<file path="config.mk">
export PLATFORM = sky130hd
export DESIGN_NAME = smmh_ctrl
export DESIGN_NICKNAME = d
export VERILOG_FILES = /design/src/rtl/core/smmh_pkg.sv /design/src/rtl/core/smmh_ctrl.sv
export SDC_FILE = /design/constraint.sdc
export NUM_CORES = 1
export LEC_CHECK = 0
export ABC_CLOCK_PERIOD_IN_PS = 1200
export BUFFER_PORTS_ARGS = -buffer_cell sky130_fd_sc_hd__buf_2
export CORE_AREA = 2 2 39 41
export DETAILED_ROUTE_END_ITERATION = 10
export DIE_AREA = 0 0 41 43
export PLACE_DENSITY = 0.68
export SLEW_MARGIN = 20
export SYNTH_ARGS = -nofsm -noshare
export SYNTH_HDL_FRONTEND = slang
export SYNTH_SLANG_ARGS = --single-unit
</file>
<file path="constraint.sdc">
create_clock -name clk -period 1.2 [get_ports clk]
set_input_delay 0.12 -clock clk [delete_from_list [all_inputs] [get_ports clk]]
set_output_delay 0.12 -clock clk [all_outputs]
set_load 0.05 [all_outputs]
</file>
<file path="src/rtl/core/smmh_pkg.sv">
package smmh_pkg;

	localparam int KeyW   = 32;
	localparam int CountW = 10;

	typedef enum logic [1:0] {
		OP_INSERT = 2'd0,
		OP_DELMIN = 2'd1,
		OP_DELMAX = 2'd2,
		OP_SPARE  = 2'd3
	} op_t;

	typedef enum logic [1:0] {
		ST_DONE  = 2'd0,
		ST_EMPTY = 2'd1,
		ST_FULL  = 2'd2,
		ST_RSVD  = 2'd3
	} status_t;

	// Keys are held with the sign bit flipped so that unsigned order is signed order.
	localparam logic [KeyW-1:0] SignFlip = {1'b1, {(KeyW-1){1'b0}}};

	typedef struct packed {
		logic [1:0]             op;
		logic signed [KeyW-1:0] value;
	} cmd_t;

	typedef struct packed {
		logic [1:0]             status;
		logic signed [KeyW-1:0] removed;
		logic [CountW-1:0]      count;
	} res_t;

	typedef enum logic [3:0] {
		S_IDLE,
		S_DISP,
		S_INS_SIB,
		S_INS_UP,
		S_INS_L,
		S_INS_R,
		S_DEL_B,
		S_DEL_C,
		S_SIB_RD,
		S_SIB_CMP,
		S_CH1,
		S_CH2,
		S_CHDEC,
		S_RESP
	} state_t;

	typedef enum logic [3:0] {
		DP_NOP,
		DP_LOAD,
		DP_FULL,
		DP_EMPTY,
		DP_INS_START,
		DP_INS_SIB,
		DP_INS_UP,
		DP_INS_L,
		DP_INS_R,
		DP_DEL_A,
		DP_DEL_B,
		DP_DEL_C,
		DP_SIB_RD,
		DP_SIB_CMP,
		DP_CH1,
		DP_CH2
	} dp_op_t;

	// The decision step of the sift-down shares the CH2 code space via a flag.
	typedef struct packed {
		dp_op_t op;
		logic   dec;
	} dp_cmd_t;

	typedef struct packed {
		logic [1:0] op;
		logic       full;
		logic       empty;
		logic       ins_even;
		logic       cond;
	} dp_stat_t;

endpackage

</file>
<file path="src/rtl/core/smmh_ctrl.sv">
module smmh_ctrl (
	input  logic               clk,
	input  logic               arst_n,
	input  logic               start,
	input  smmh_pkg::dp_stat_t stat,
	output smmh_pkg::dp_cmd_t  cmd,
	output logic               busy,
	output logic               done
);
	import smmh_pkg::*;

	state_t state_q, state_d;

	always_ff @(posedge clk or negedge arst_n) begin
		if (!arst_n) begin
			state_q <= S_IDLE;
		end else begin
			state_q <= state_d;
		end
	end

	always_comb begin
		state_d = state_q;
		cmd.op  = DP_NOP;
		cmd.dec = 1'b0;
		unique case (state_q)
			S_IDLE: begin
				if (start) begin
					cmd.op  = DP_LOAD;
					state_d = S_DISP;
				end
			end
			S_DISP: begin
				case (stat.op)
					OP_INSERT: begin
						if (stat.full) begin
							cmd.op  = DP_FULL;
							state_d = S_RESP;
						end else begin
							cmd.op  = DP_INS_START;
							state_d = stat.ins_even ? S_INS_SIB : S_INS_UP;
						end
					end
					OP_DELMIN, OP_DELMAX: begin
						if (stat.empty) begin
							cmd.op  = DP_EMPTY;
							state_d = S_RESP;
						end else begin
							cmd.op  = DP_DEL_A;
							state_d = S_DEL_B;
						end
					end
					default: state_d = S_RESP;
				endcase
			end
			S_INS_SIB: begin
				cmd.op  = DP_INS_SIB;
				state_d = S_INS_UP;
			end
			S_INS_UP: begin
				cmd.op  = DP_INS_UP;
				state_d = stat.cond ? S_RESP : S_INS_L;
			end
			S_INS_L: begin
				cmd.op  = DP_INS_L;
				state_d = stat.cond ? S_INS_UP : S_INS_R;
			end
			S_INS_R: begin
				cmd.op  = DP_INS_R;
				state_d = stat.cond ? S_INS_UP : S_RESP;
			end
			S_DEL_B: begin
				cmd.op  = DP_DEL_B;
				state_d = S_DEL_C;
			end
			S_DEL_C: begin
				cmd.op  = DP_DEL_C;
				state_d = stat.cond ? S_RESP : S_SIB_RD;
			end
			S_SIB_RD: begin
				cmd.op  = DP_SIB_RD;
				state_d = stat.cond ? S_SIB_CMP : S_CH1;
			end
			S_SIB_CMP: begin
				cmd.op  = DP_SIB_CMP;
				state_d = S_CH1;
			end
			S_CH1: begin
				cmd.op  = DP_CH1;
				state_d = stat.cond ? S_RESP : S_CH2;
			end
			S_CH2: begin
				cmd.op  = DP_CH2;
				state_d = S_CHDEC;
			end
			S_CHDEC: begin
				cmd.op  = DP_CH2;
				cmd.dec = 1'b1;
				state_d = stat.cond ? S_RESP : S_SIB_RD;
			end
			S_RESP: state_d = S_IDLE;
			default: state_d = S_IDLE;
		endcase
	end

	assign busy = (state_q != S_IDLE);
	assign done = (state_q == S_RESP);

endmodule

</file>
* Yosys cells after proc, flatten, opt, wreduce, memory -nomap -nowiden
Index checks and enable logic that the tools add are counted.
** Storage, ports and cells
- Register bits after elaboration :: 4
- Latch bits :: 0
- Memory bits (writable) :: 0
- ROM bits :: 0
- Input port bits :: 9
- Output and inout port bits :: 7
- Logic and storage cells :: 41
- Memories kept :: 0
** Operators by class
- Add/subtract/negate cells :: 0
- $mul :: 0
- Divide/modulo/power cells :: 0
- Order comparisons :: 0
- Eq/ne operators :: 16
- Shift-type cells :: 0
- Muxes and demuxes :: 18
- Bitwise gates (word level) :: 0
- Reduce and logical (&&, ||, !) cells :: 6
** Operators with widths (number)
- $pmux W4 S12 :: 2
- $eq A4 B4 Y1 const B :: 6
- $mux W4 :: 6
- $eq A4 B3 Y1 const B :: 4
- $pmux W4 S2 :: 2
- $mux W3 :: 4
- $eq A4 B2 Y1 const B :: 2
- $reduce_or A2 Y1 :: 3
- $eq A4 B1 Y1 const B :: 1
- $logic_not A4 Y1 :: 1
- $reduce_bool A4 Y1 :: 1
- $mux W1 :: 3
- $eq A2 B1 Y1 const B :: 1
- $eq A2 B2 Y1 const B :: 1
- $logic_not A2 Y1 :: 1
- $mux W2 :: 1
- $ne A2 B2 Y1 const B :: 1

* Depth between registers and ports, before layout
Gate-level depths: netlist of run 1.
- Word-level depth :: 4
- Depth in mapped cells :: 6
- Mapped depth without buffers :: 6

* Least setup slack after synthesis of run 1
OpenSTA, ideal clock, no wires.
- Path type :: reg2out
- From :: reg state_q[0]
- To :: out cmd[1] (netlist bit)
- Arrival :: 1.907 ns
- Required time :: 1.080 ns
- Setup slack :: -0.827 ns
- Stages on the path, launching flop included :: 5
- Buffers on the path :: 1
- Cell sequence :: dfrtp_1 -> buf_6 -> nor2_1 -> a32oi_1 -> o21ai_0
** RTL lines
- from (decl) :: RTL line smmh_ctrl.sv:12 : state_t state_q, state_d;
- from (signal assigned) :: RTL line smmh_ctrl.sv:18 : state_q <= state_d;
- to (decl) :: RTL line smmh_ctrl.sv:6 : output smmh_pkg::dp_cmd_t cmd,

==> qor.json, run 1 <==
{
  "cells_and_area": {
    "flow.area_growth_from_synthesis_pct": 121,
    "max_ffs_per_register": 4,
    "design_area_sq_mm": 0.00127,
    "layout-drive-gt1-share": 0.694,
    "layoutNonFillerInstCount": 150,
    "most_common_library_cell_in_the_layout_ignoring_fill_and_taps": "sky130_fd_sc_hd__buf_4",
    "largest_registers": "state_q (4)",
    "largest-register": "state_q",
    "layout_common_cells": "sky130_fd_sc_hd__buf_4 (30), sky130_fd_sc_hd__buf_6 (12), sky130_fd_sc_hd__buf_2 (9)",
    "final.fill_count": 53,
    "antennaDiodeCount": 0,
    "num-nets-final": 148
  },
  "global_route": {
    "number_of_antenna_violations_at_the_first_check_in_global_routing": 0,
    "grt_start_max_net_pins": 10,
    "globalRouteTotalUtil": 0.385,
    "number_of_global_route_vias_before_repair": 980,
    "grt.overflow.total": 0,
    "grt_pass1_wl_microns": 4620
  },
  "placed_design": {
    "gp_routability_congestion": 0.856,
    "portBuffers": 15,
    "dp_hpwl_microns": 1490,
    "placedInstanceArea_sq_um": 937,
    "placed_cells": 135
  },
  "logic_synthesis": {
    "postSynth.asyncResetShare": 1.00,
    "synth-edff-count": 0,
    "largest_family_of_logic_cells_by_synthesized_area": "compound AO/OA/AOI/OAI gates",
    "yosys.area_share.adder": 0.0655,
    "synth.net_count": 93,
    "post_synth_inst_count": 81,
    "mappedNetlistArea_sq_um": 573,
    "synthFlopType": "sky130_fd_sc_hd__dfrtp_1",
    "yosys_warnings": 0,
    "post_synth_mux_area_share": 0,
    "yosys.cell_types.count": 32,
    "ys_ff_latch": 4,
    "synth-compound-area-share": 0.380,
    "synthXorXnorAreaFrac": 0,
    "fraction_of_the_mapped_netlist_area_in_simple_logic_gates": 0.275,
    "seq_area_frac_synth": 0.175,
    "synth_area_per_cell_sq_um": 7.07
  },
  "clock_tree": {
    "ctsLongestPathBuffers": 2,
    "clock_latency_late_sink_ns": 0.25,
    "clock_tree.root_cell": "sky130_fd_sc_hd__clkbuf_4",
    "cts_buffers": 3,
    "total_number_of_h_tree_levels": 1,
    "cts.sink_count": 4,
    "worst_path_clk_slew_ns": 0.05,
    "tritoncts": "built"
  },
  "drt": {
    "num_vias": 903,
    "routed_wire_length_per_instance_microns": 18.9,
    "drt_first_iter_violations": 40,
    "vias_per_cell": 6.02,
    "detailedRoute.firstPassIterationCount": 4,
    "routed_wirelength_microns": 2830,
    "ant_nets": 0,
    "drc_errors": 0
  },
  "min_path": {
    "worstHoldPathType": "input port to register"
  },
  "floorplan": {
    "fp.dieArea_sq_mm": 0.00176,
    "die_width_microns": 41,
    "die_y_microns": 43,
    "rows": 14,
    "num_io_pins": 16,
    "initial_core_util": 0.414,
    "floorplan.core_area_sq_mm": 0.00138
  },
  "setup_path": {
    "cp_num_buf_inv": 4,
    "critical_path_arrival_ns": 1.48,
    "setup.worst_path.start_class": "register",
    "critical_path.endpoint_type": "output port",
    "critPathMaxStageDelay_ns": 0.44,
    "slowest_stage_cell_on_the_critical_path": "sky130_fd_sc_hd__dfrtp_2",
    "cp_data_required_time_ns": 1.08,
    "worstPathCellList": "buf_12 -> buf_6 -> inv_1 -> a21oi_4 -> a21oi_4 -> buf_6",
    "critPathMaxFanout": 6,
    "cp_top_family": "buffers and inverters",
    "setup.worst_path.class": "register to output port"
  },
  "sta": {
    "fin_skew_ns": 0.000777,
    "worst-slew-pin-transition_ns": 0.328,
    "finalHoldViolCount": 0,
    "grt_setup_unrepaired": "yes",
    "maxClockFrequency_mhz": 626,
    "final_worst_path_cycle_share": 1.33,
    "setup_viol": 11,
    "final_period_minus_worst_setup_slack_ns": 1.60,
    "maxSlewViolCount": 0,
    "max_slew_margin_vs_limit": 0.778,
    "fin_ws_ns": -0.397
  },
  "status": {
    "run_status": "finished with violations",
    "failed_checks": "setup timing"
  },
  "run": {
    "max_cap_violations": 0
  }
}
[final timing paths]
kind | start | to | slack (ns) | cells after the start
worst max-delay path | state_q[3] | cmd[2] | -0.40 | 6
worst min-delay path | start | state_q[0] | 0.19 | 3
worst max register to register | state_q[3] | state_q[2] | -0.27 | 6
worst min register to register | state_q[1] | state_q[2] | 0.72 | 2
max in group asynchronous | arst_n | state_q[0] | 0.84 | 2
min in group asynchronous | arst_n | state_q[1] | 0.22 | 2
[final cells by class]
type                    instances  area [sq um]  area share
multi-input cells              66           626       0.493
repair buffers                 55           470       0.371
flip-flops and latches          4           105      0.0828
inverters                       6          25.0      0.0197
clock buffers                   3          22.5      0.0178
well taps                      16          20.0      0.0158
[tightest hold or removal path, stage by stage]
cell and delay, ns:
sky130_fd_sc_hd__buf_2 0.12, sky130_fd_sc_hd__o22ai_2 0.09, sky130_fd_sc_hd__a31oi_1 0.06
[stage by stage]
step	hold WS (ns)	worst slack, ns	util	setup TNS, ns
final	0.186	-0.397	0.917	-3.04
after detailed placement	-0.0749	-0.347	0.677	-2.64
after global placement	-0.0758	-0.322	0.677	-2.26
after CTS	0.209	-0.373	0.885	-2.61
after floorplan	-0.176	-0.146	-	-0.668
after global routing	0.198	-0.447	0.917	-3.57
[repair_timing]
item                                    in CTS  in global routing
hold endpoints to repair                     4                  0
endpoints found under the setup margin      11                 11
buffers inserted                            10                  1
pin swaps                                   11                 10
gates resized for setup                     46                 12
hold buffers                                 1                  0
cloned                                       0                  0
[synth_stat cells, types with 3 or more instances]
| master | n | share of area |
|---|---|---|
| sky130_fd_sc_hd__nand2_1 | 8 | 0.052 |
| sky130_fd_sc_hd__a21oi_1 | 7 | 0.061 |
| sky130_fd_sc_hd__nand2b_1 | 7 | 0.076 |
| sky130_fd_sc_hd__nor2_1 | 6 | 0.039 |
| sky130_fd_sc_hd__o21ai_0 | 6 | 0.052 |
| sky130_fd_sc_hd__inv_1 | 5 | 0.033 |
| sky130_fd_sc_hd__dfrtp_1 | 4 | 0.17 |
| sky130_fd_sc_hd__a21boi_0 | 3 | 0.039 |
| sky130_fd_sc_hd__buf_2 | 3 | 0.026 |
| sky130_fd_sc_hd__ha_1 | 3 | 0.066 |
| sky130_fd_sc_hd__o21ai_1 | 3 | 0.026 |
[cells by family after synthesis]
logic type / count (synthesis)
adder cells (fa/ha/maj): 3
buffers and inverters: 11
AO/OA/AOI/OAI: 33
AND/OR/NAND/NOR: 30
flip-flops: 4
[routing by layer]
layer	global-route usage	vias up	part of all wire
met4	0.240	0	0.026
met3	0.199	10	0.045
met2	0.575	44	0.55
met1	0.403	437	0.38
met5	0	-	0
li1	-	412	-
Power of run 1 is left out: the tool's default activity adds up to more than one toggle a clock period on the data nets, which glitch-free logic cannot reach.
==> run 2, diff against run 1 <==
==> constraint.sdc (replaced) <==
create_clock -name clk -period 1.2 [get_ports clk]
set_input_delay 0.06 -clock clk [delete_from_list [all_inputs] [get_ports clk]]
set_output_delay 0.06 -clock clk [all_outputs]
set_load 0.05 [all_outputs]
==> qor.json, run 2 <==
{
  "status": {
    "run_status": "did not finish",
    "failing_step": "global routing (5_1_grt)",
    "run.stop_error": "[ERROR DPL-0033] detailed placement checks failed during check placement."
  },
  "logic_synthesis": {
    "post_synth_mux_area_share": {"value": 0, "change": "unchanged"},
    "synth-edff-count": {"value": 0, "change": "unchanged"},
    "synth_top_area_share": {"value": 0.175, "change": "unchanged"},
    "yosys_warnings": {"value": 0, "change": "unchanged"},
    "post_synth_inst_count": {"value": 81, "change": "unchanged"},
    "synth_area_per_cell": {"value": 7.07, "unit": "sq um", "change": "unchanged"},
    "synthXorXnorAreaFrac": {"value": 0, "change": "unchanged"},
    "synth_top_cell_by_area": "sky130_fd_sc_hd__dfrtp_1",
    "mappedNetlistArea": {"value": 573, "unit": "sq um", "change": "unchanged"},
    "yosys.cell_types.count": {"value": 32, "change": "unchanged"},
    "synth_most_common_cell": "sky130_fd_sc_hd__nand2_1",
    "synthFlopType": "sky130_fd_sc_hd__dfrtp_1",
    "synth-compound-area-share": {"value": 0.380, "change": "unchanged"},
    "ys_ff_latch": {"value": 4, "change": "unchanged"},
    "synth_top_cells_by_count": "sky130_fd_sc_hd__nand2_1 (8), sky130_fd_sc_hd__a21oi_1 (7), sky130_fd_sc_hd__nand2b_1 (7)",
    "yosys.area_share.adder": {"value": 0.0655, "change": "unchanged"},
    "postSynth.asyncResetShare": {"value": 1.00, "change": "unchanged"},
    "largest_family_of_logic_cells_by_synthesized_area": "compound AO/OA/AOI/OAI gates",
    "synthTopCellsByArea": "sky130_fd_sc_hd__dfrtp_1 (17%), sky130_fd_sc_hd__nand2b_1 (7.6%), sky130_fd_sc_hd__ha_1 (6.6%)",
    "synth.net_count": {"value": 93, "change": "unchanged"},
    "seq_area_frac_synth": {"value": 0.175, "change": "unchanged"},
    "fraction_of_the_mapped_netlist_area_in_simple_logic_gates": {"value": 0.275, "change": "unchanged"}
  },
  "floorplan": {
    "die_y": {"value": 43, "unit": "microns", "change": "unchanged"},
    "initial_core_util": {"value": 0.414, "change": "unchanged"},
    "die_width": {"value": 41, "unit": "microns", "change": "unchanged"},
    "rows": {"value": 14, "change": "unchanged"},
    "num_io_pins": {"value": 16, "change": "unchanged"}
  },
  "clock_tree": {
    "cts.sink_count": {"value": 4, "change": "unchanged"},
    "total_number_of_h_tree_levels": {"value": 1, "change": "unchanged"},
    "cts_buffers": {"value": 3, "change": "unchanged"},
    "ctsLongestPathBuffers": {"value": 2, "change": "unchanged"},
    "clock_tree.root_cell": "sky130_fd_sc_hd__clkbuf_4"
  },
  "sta": {
    "worst_endpoint_kind": "primary output",
    "worstEndpointGrtRepair": "cmd[4]"
  },
  "global_route": {
    "number_of_antenna_violations_at_the_first_check_in_global_routing": 0,
    "grt_start_max_net_pins": 14
  },
  "placed_design": {
    "portBuffers": {"value": 15, "change": "unchanged"},
    "gp_routability_congestion": {"value": 0.845, "change": "-1.3%"},
    "dp_hpwl": {"value": 1630, "unit": "microns", "change": "+9.6%"}
  }
}
[run 2: cell counts after synthesis]
No cell type changed its count.
[run 2: cells by family after synthesis]
logic type,after synthesis
fa+ha+maj,3
buf+inv,11
compound gates,33
flops,4
simple gates,30
[run 2: timing repair]
action                                 CTS
setup endpoints to repair               11
pin swaps                               15
endpoints found under the hold margin    4
resized for setup                       49
setup buffers                           12
hold buffers                             1
[run 2: through the flow]
stage,setup slack [ns],cell area (sq um),cells
3_5_place_dp,-0.343,952,137
4_1_cts,-0.369,1240,151
2_1_floorplan,-0.0859,678,81
3_3_place_gp,-0.327,952,137
==> run 3, diff against run 2 <==
Settings changed: ABC_CLOCK_PERIOD_IN_PS 1200 to 1600, CORE_AREA 2 2 39 41 to 2 2 63 65, DIE_AREA 0 0 41 43 to 0 0 65 67, PLACE_DENSITY 0.68 to default, PLACE_DENSITY_LB_ADDON from default to 0.15.
Clock period 1.2 ns to 1.6 ns, I/O delays scaled along.
==> qor.json, run 3 (synthesized netlist as in run 1, its figures left out) <==
{
  "setup_path": {
    "slowest_stage_cell_on_the_critical_path": "sky130_fd_sc_hd__dfrtp_2",
    "critPathMaxStageDelay_ns": 0.41,
    "critical_path_arrival_ns": 1.47,
    "critical_path.endpoint_type": "output port",
    "setup.worst_path.class": "register to output port",
    "critPathMostFrequentCell": "sky130_fd_sc_hd__buf_6",
    "worstPathCellList": "buf_6 -> nand2b_4 -> o311a_1 -> a21oi_2 -> buf_6",
    "setup.worst_path.start_class": "register",
    "cp_top_family": "compound AO/OA/AOI/OAI gates",
    "cp_num_buf_inv": 2,
    "cp_data_required_time_ns": 1.52,
    "critPathMaxFanout": 6
  },
  "floorplan": {
    "die_width": {"value": 65, "unit": "microns", "change": "+59%"},
    "rows": {"value": 22, "change": "+8"},
    "floorplan.core_area_sq_mm": 0.00361,
    "num_io_pins": {"value": 16, "change": "unchanged"},
    "initial_core_util": {"value": 0.159, "change": "-0.255"},
    "fp.dieArea_sq_mm": 0.00436,
    "die_y": {"value": 67, "unit": "microns", "change": "+56%"}
  },
  "cells_and_area": {
    "final.fill_count": 413,
    "layout-drive-gt1-share": 0.387,
    "finish.utilization": 0.237,
    "antennaDiodeCount": 0,
    "largest_registers": "state_q (4)",
    "layout_common_cells": "sky130_fd_sc_hd__buf_2 (11), sky130_fd_sc_hd__buf_4 (10), sky130_fd_sc_hd__nand2_1 (8)",
    "max_ffs_per_register": 4,
    "num-nets-final": 120,
    "most_common_library_cell_in_the_layout_ignoring_fill_and_taps": "sky130_fd_sc_hd__buf_2",
    "flow.area_growth_from_synthesis_pct": 49.3,
    "largest-register": "state_q",
    "design_area_sq_um": 856
  },
  "placed_design": {
    "dp_hpwl": {"value": 1450, "unit": "microns", "change": "-11%"},
    "gp_routability_congestion": {"value": 0.745, "change": "-12%"},
    "pre_cts_slack": {"value": 0.0839, "unit": "ns", "change": "+0.427 ns"},
    "portBuffers": {"value": 15, "change": "unchanged"},
    "placedInstanceArea": {"value": 743, "unit": "sq um", "change": "-22%"}
  },
  "clock_tree": {
    "cts_buffers": {"value": 3, "change": "unchanged"},
    "worst_path_clk_slew_ns": 0.03,
    "total_number_of_h_tree_levels": {"value": 1, "change": "unchanged"},
    "cts.sink_count": {"value": 4, "change": "unchanged"},
    "clock_latency_late_sink_ns": 0.22,
    "tritoncts": "built",
    "clock_tree.root_cell": "sky130_fd_sc_hd__clkbuf_8",
    "ctsLongestPathBuffers": {"value": 2, "change": "unchanged"}
  },
  "drt": {
    "routed_wire_length_per_instance_microns": 12.2,
    "routed_wirelength_microns": 1880,
    "num_vias": 673,
    "ant_nets": 0,
    "drt_first_iter_violations": 27,
    "detailedRoute.firstPassIterationCount": 4,
    "vias_per_cell": 4.37,
    "drc_errors": 0
  },
  "sta": {
    "max_slew_margin_vs_limit": 0.758,
    "worst-slew-pin-transition_ns": 0.354,
    "maxClockFrequency_mhz": 647,
    "final_worst_path_cycle_share": 0.966,
    "grt_setup_unrepaired": "yes",
    "fin_ws_ns": 0.0549,
    "maxSlewViolCount": 0,
    "finalHoldViolCount": 0,
    "setup_total_negative_slack_ns": 0,
    "setup_viol": 0,
    "final_period_minus_worst_setup_slack_ns": 1.55,
    "fin_skew_ns": 0.00399
  },
  "run": {
    "max_cap_violations": 0
  },
  "global_route": {
    "globalRouteTotalUtil": 0.0929,
    "grt_start_max_net_pins": 15,
    "grt.overflow.total": 0,
    "grt_pass1_wl_microns": 3110,
    "number_of_antenna_violations_at_the_first_check_in_global_routing": 0,
    "number_of_global_route_vias_before_repair": 665
  },
  "status": {
    "run_status": "finished clean"
  },
  "min_path": {
    "worstHoldPathType": "input port to register"
  }
}
==> run 3: tightest hold or removal path: stages <==
cell	delay [ns]
sky130_fd_sc_hd__buf_2	0.12
sky130_fd_sc_hd__o22ai_1	0.10
sky130_fd_sc_hd__a31oi_1	0.05
==> run 3: area by class of cell <==
class | instances | area, sq um | share of cell area
tap | 48 | 60.1 | 0.0702
inverter | 6 | 22.5 | 0.0263
multi-input combinational | 66 | 438 | 0.512
clock buffer | 3 | 41.3 | 0.0482
timing repair buffer | 27 | 189 | 0.221
sequential | 4 | 105 | 0.123
==> run 3: what timing repair did <==
action	in CTS	in global routing
pin swaps	0	1
setup buffers	0	3
hold buffers	1	0
setup endpoints to repair	5	4
resized for setup	5	12
endpoints found under the hold margin	4	0
==> run 3: final timing paths <==
| kind | start | endpoint | slack [ns] | cells past startpoint |
|---|---|---|---|---|
| worst max register to register | state_q[2] | state_q[3] | 0.19 | 4 |
| worst min register to register | state_q[0] | state_q[0] | 0.67 | 2 |
| worst max-delay path | state_q[0] | cmd[2] | 0.05 | 5 |
| max in group asynchronous | arst_n | state_q[2] | 1.25 | 2 |
| min in group asynchronous | arst_n | state_q[1] | 0.21 | 2 |
| worst min-delay path | start | state_q[0] | 0.19 | 3 |
==> run 3: layer usage <==
metal	track usage	up-vias	part of all wire
li1	-	351	-
met1	0.122	306	0.51
met2	0.144	14	0.43
met3	0.0270	2	0.056
met4	0.0319	0	0.0032
met5	0	-	0
==> run 3: stage by stage <==
stage	hold WS [ns]	instances
CTS	0.182	151
floorplan	-0.216	81
detailed placement	-0.112	147
finish	0.190	154
global route	0.210	154
global placement	-0.109	147
Power of run 3 is left out for the same reason.
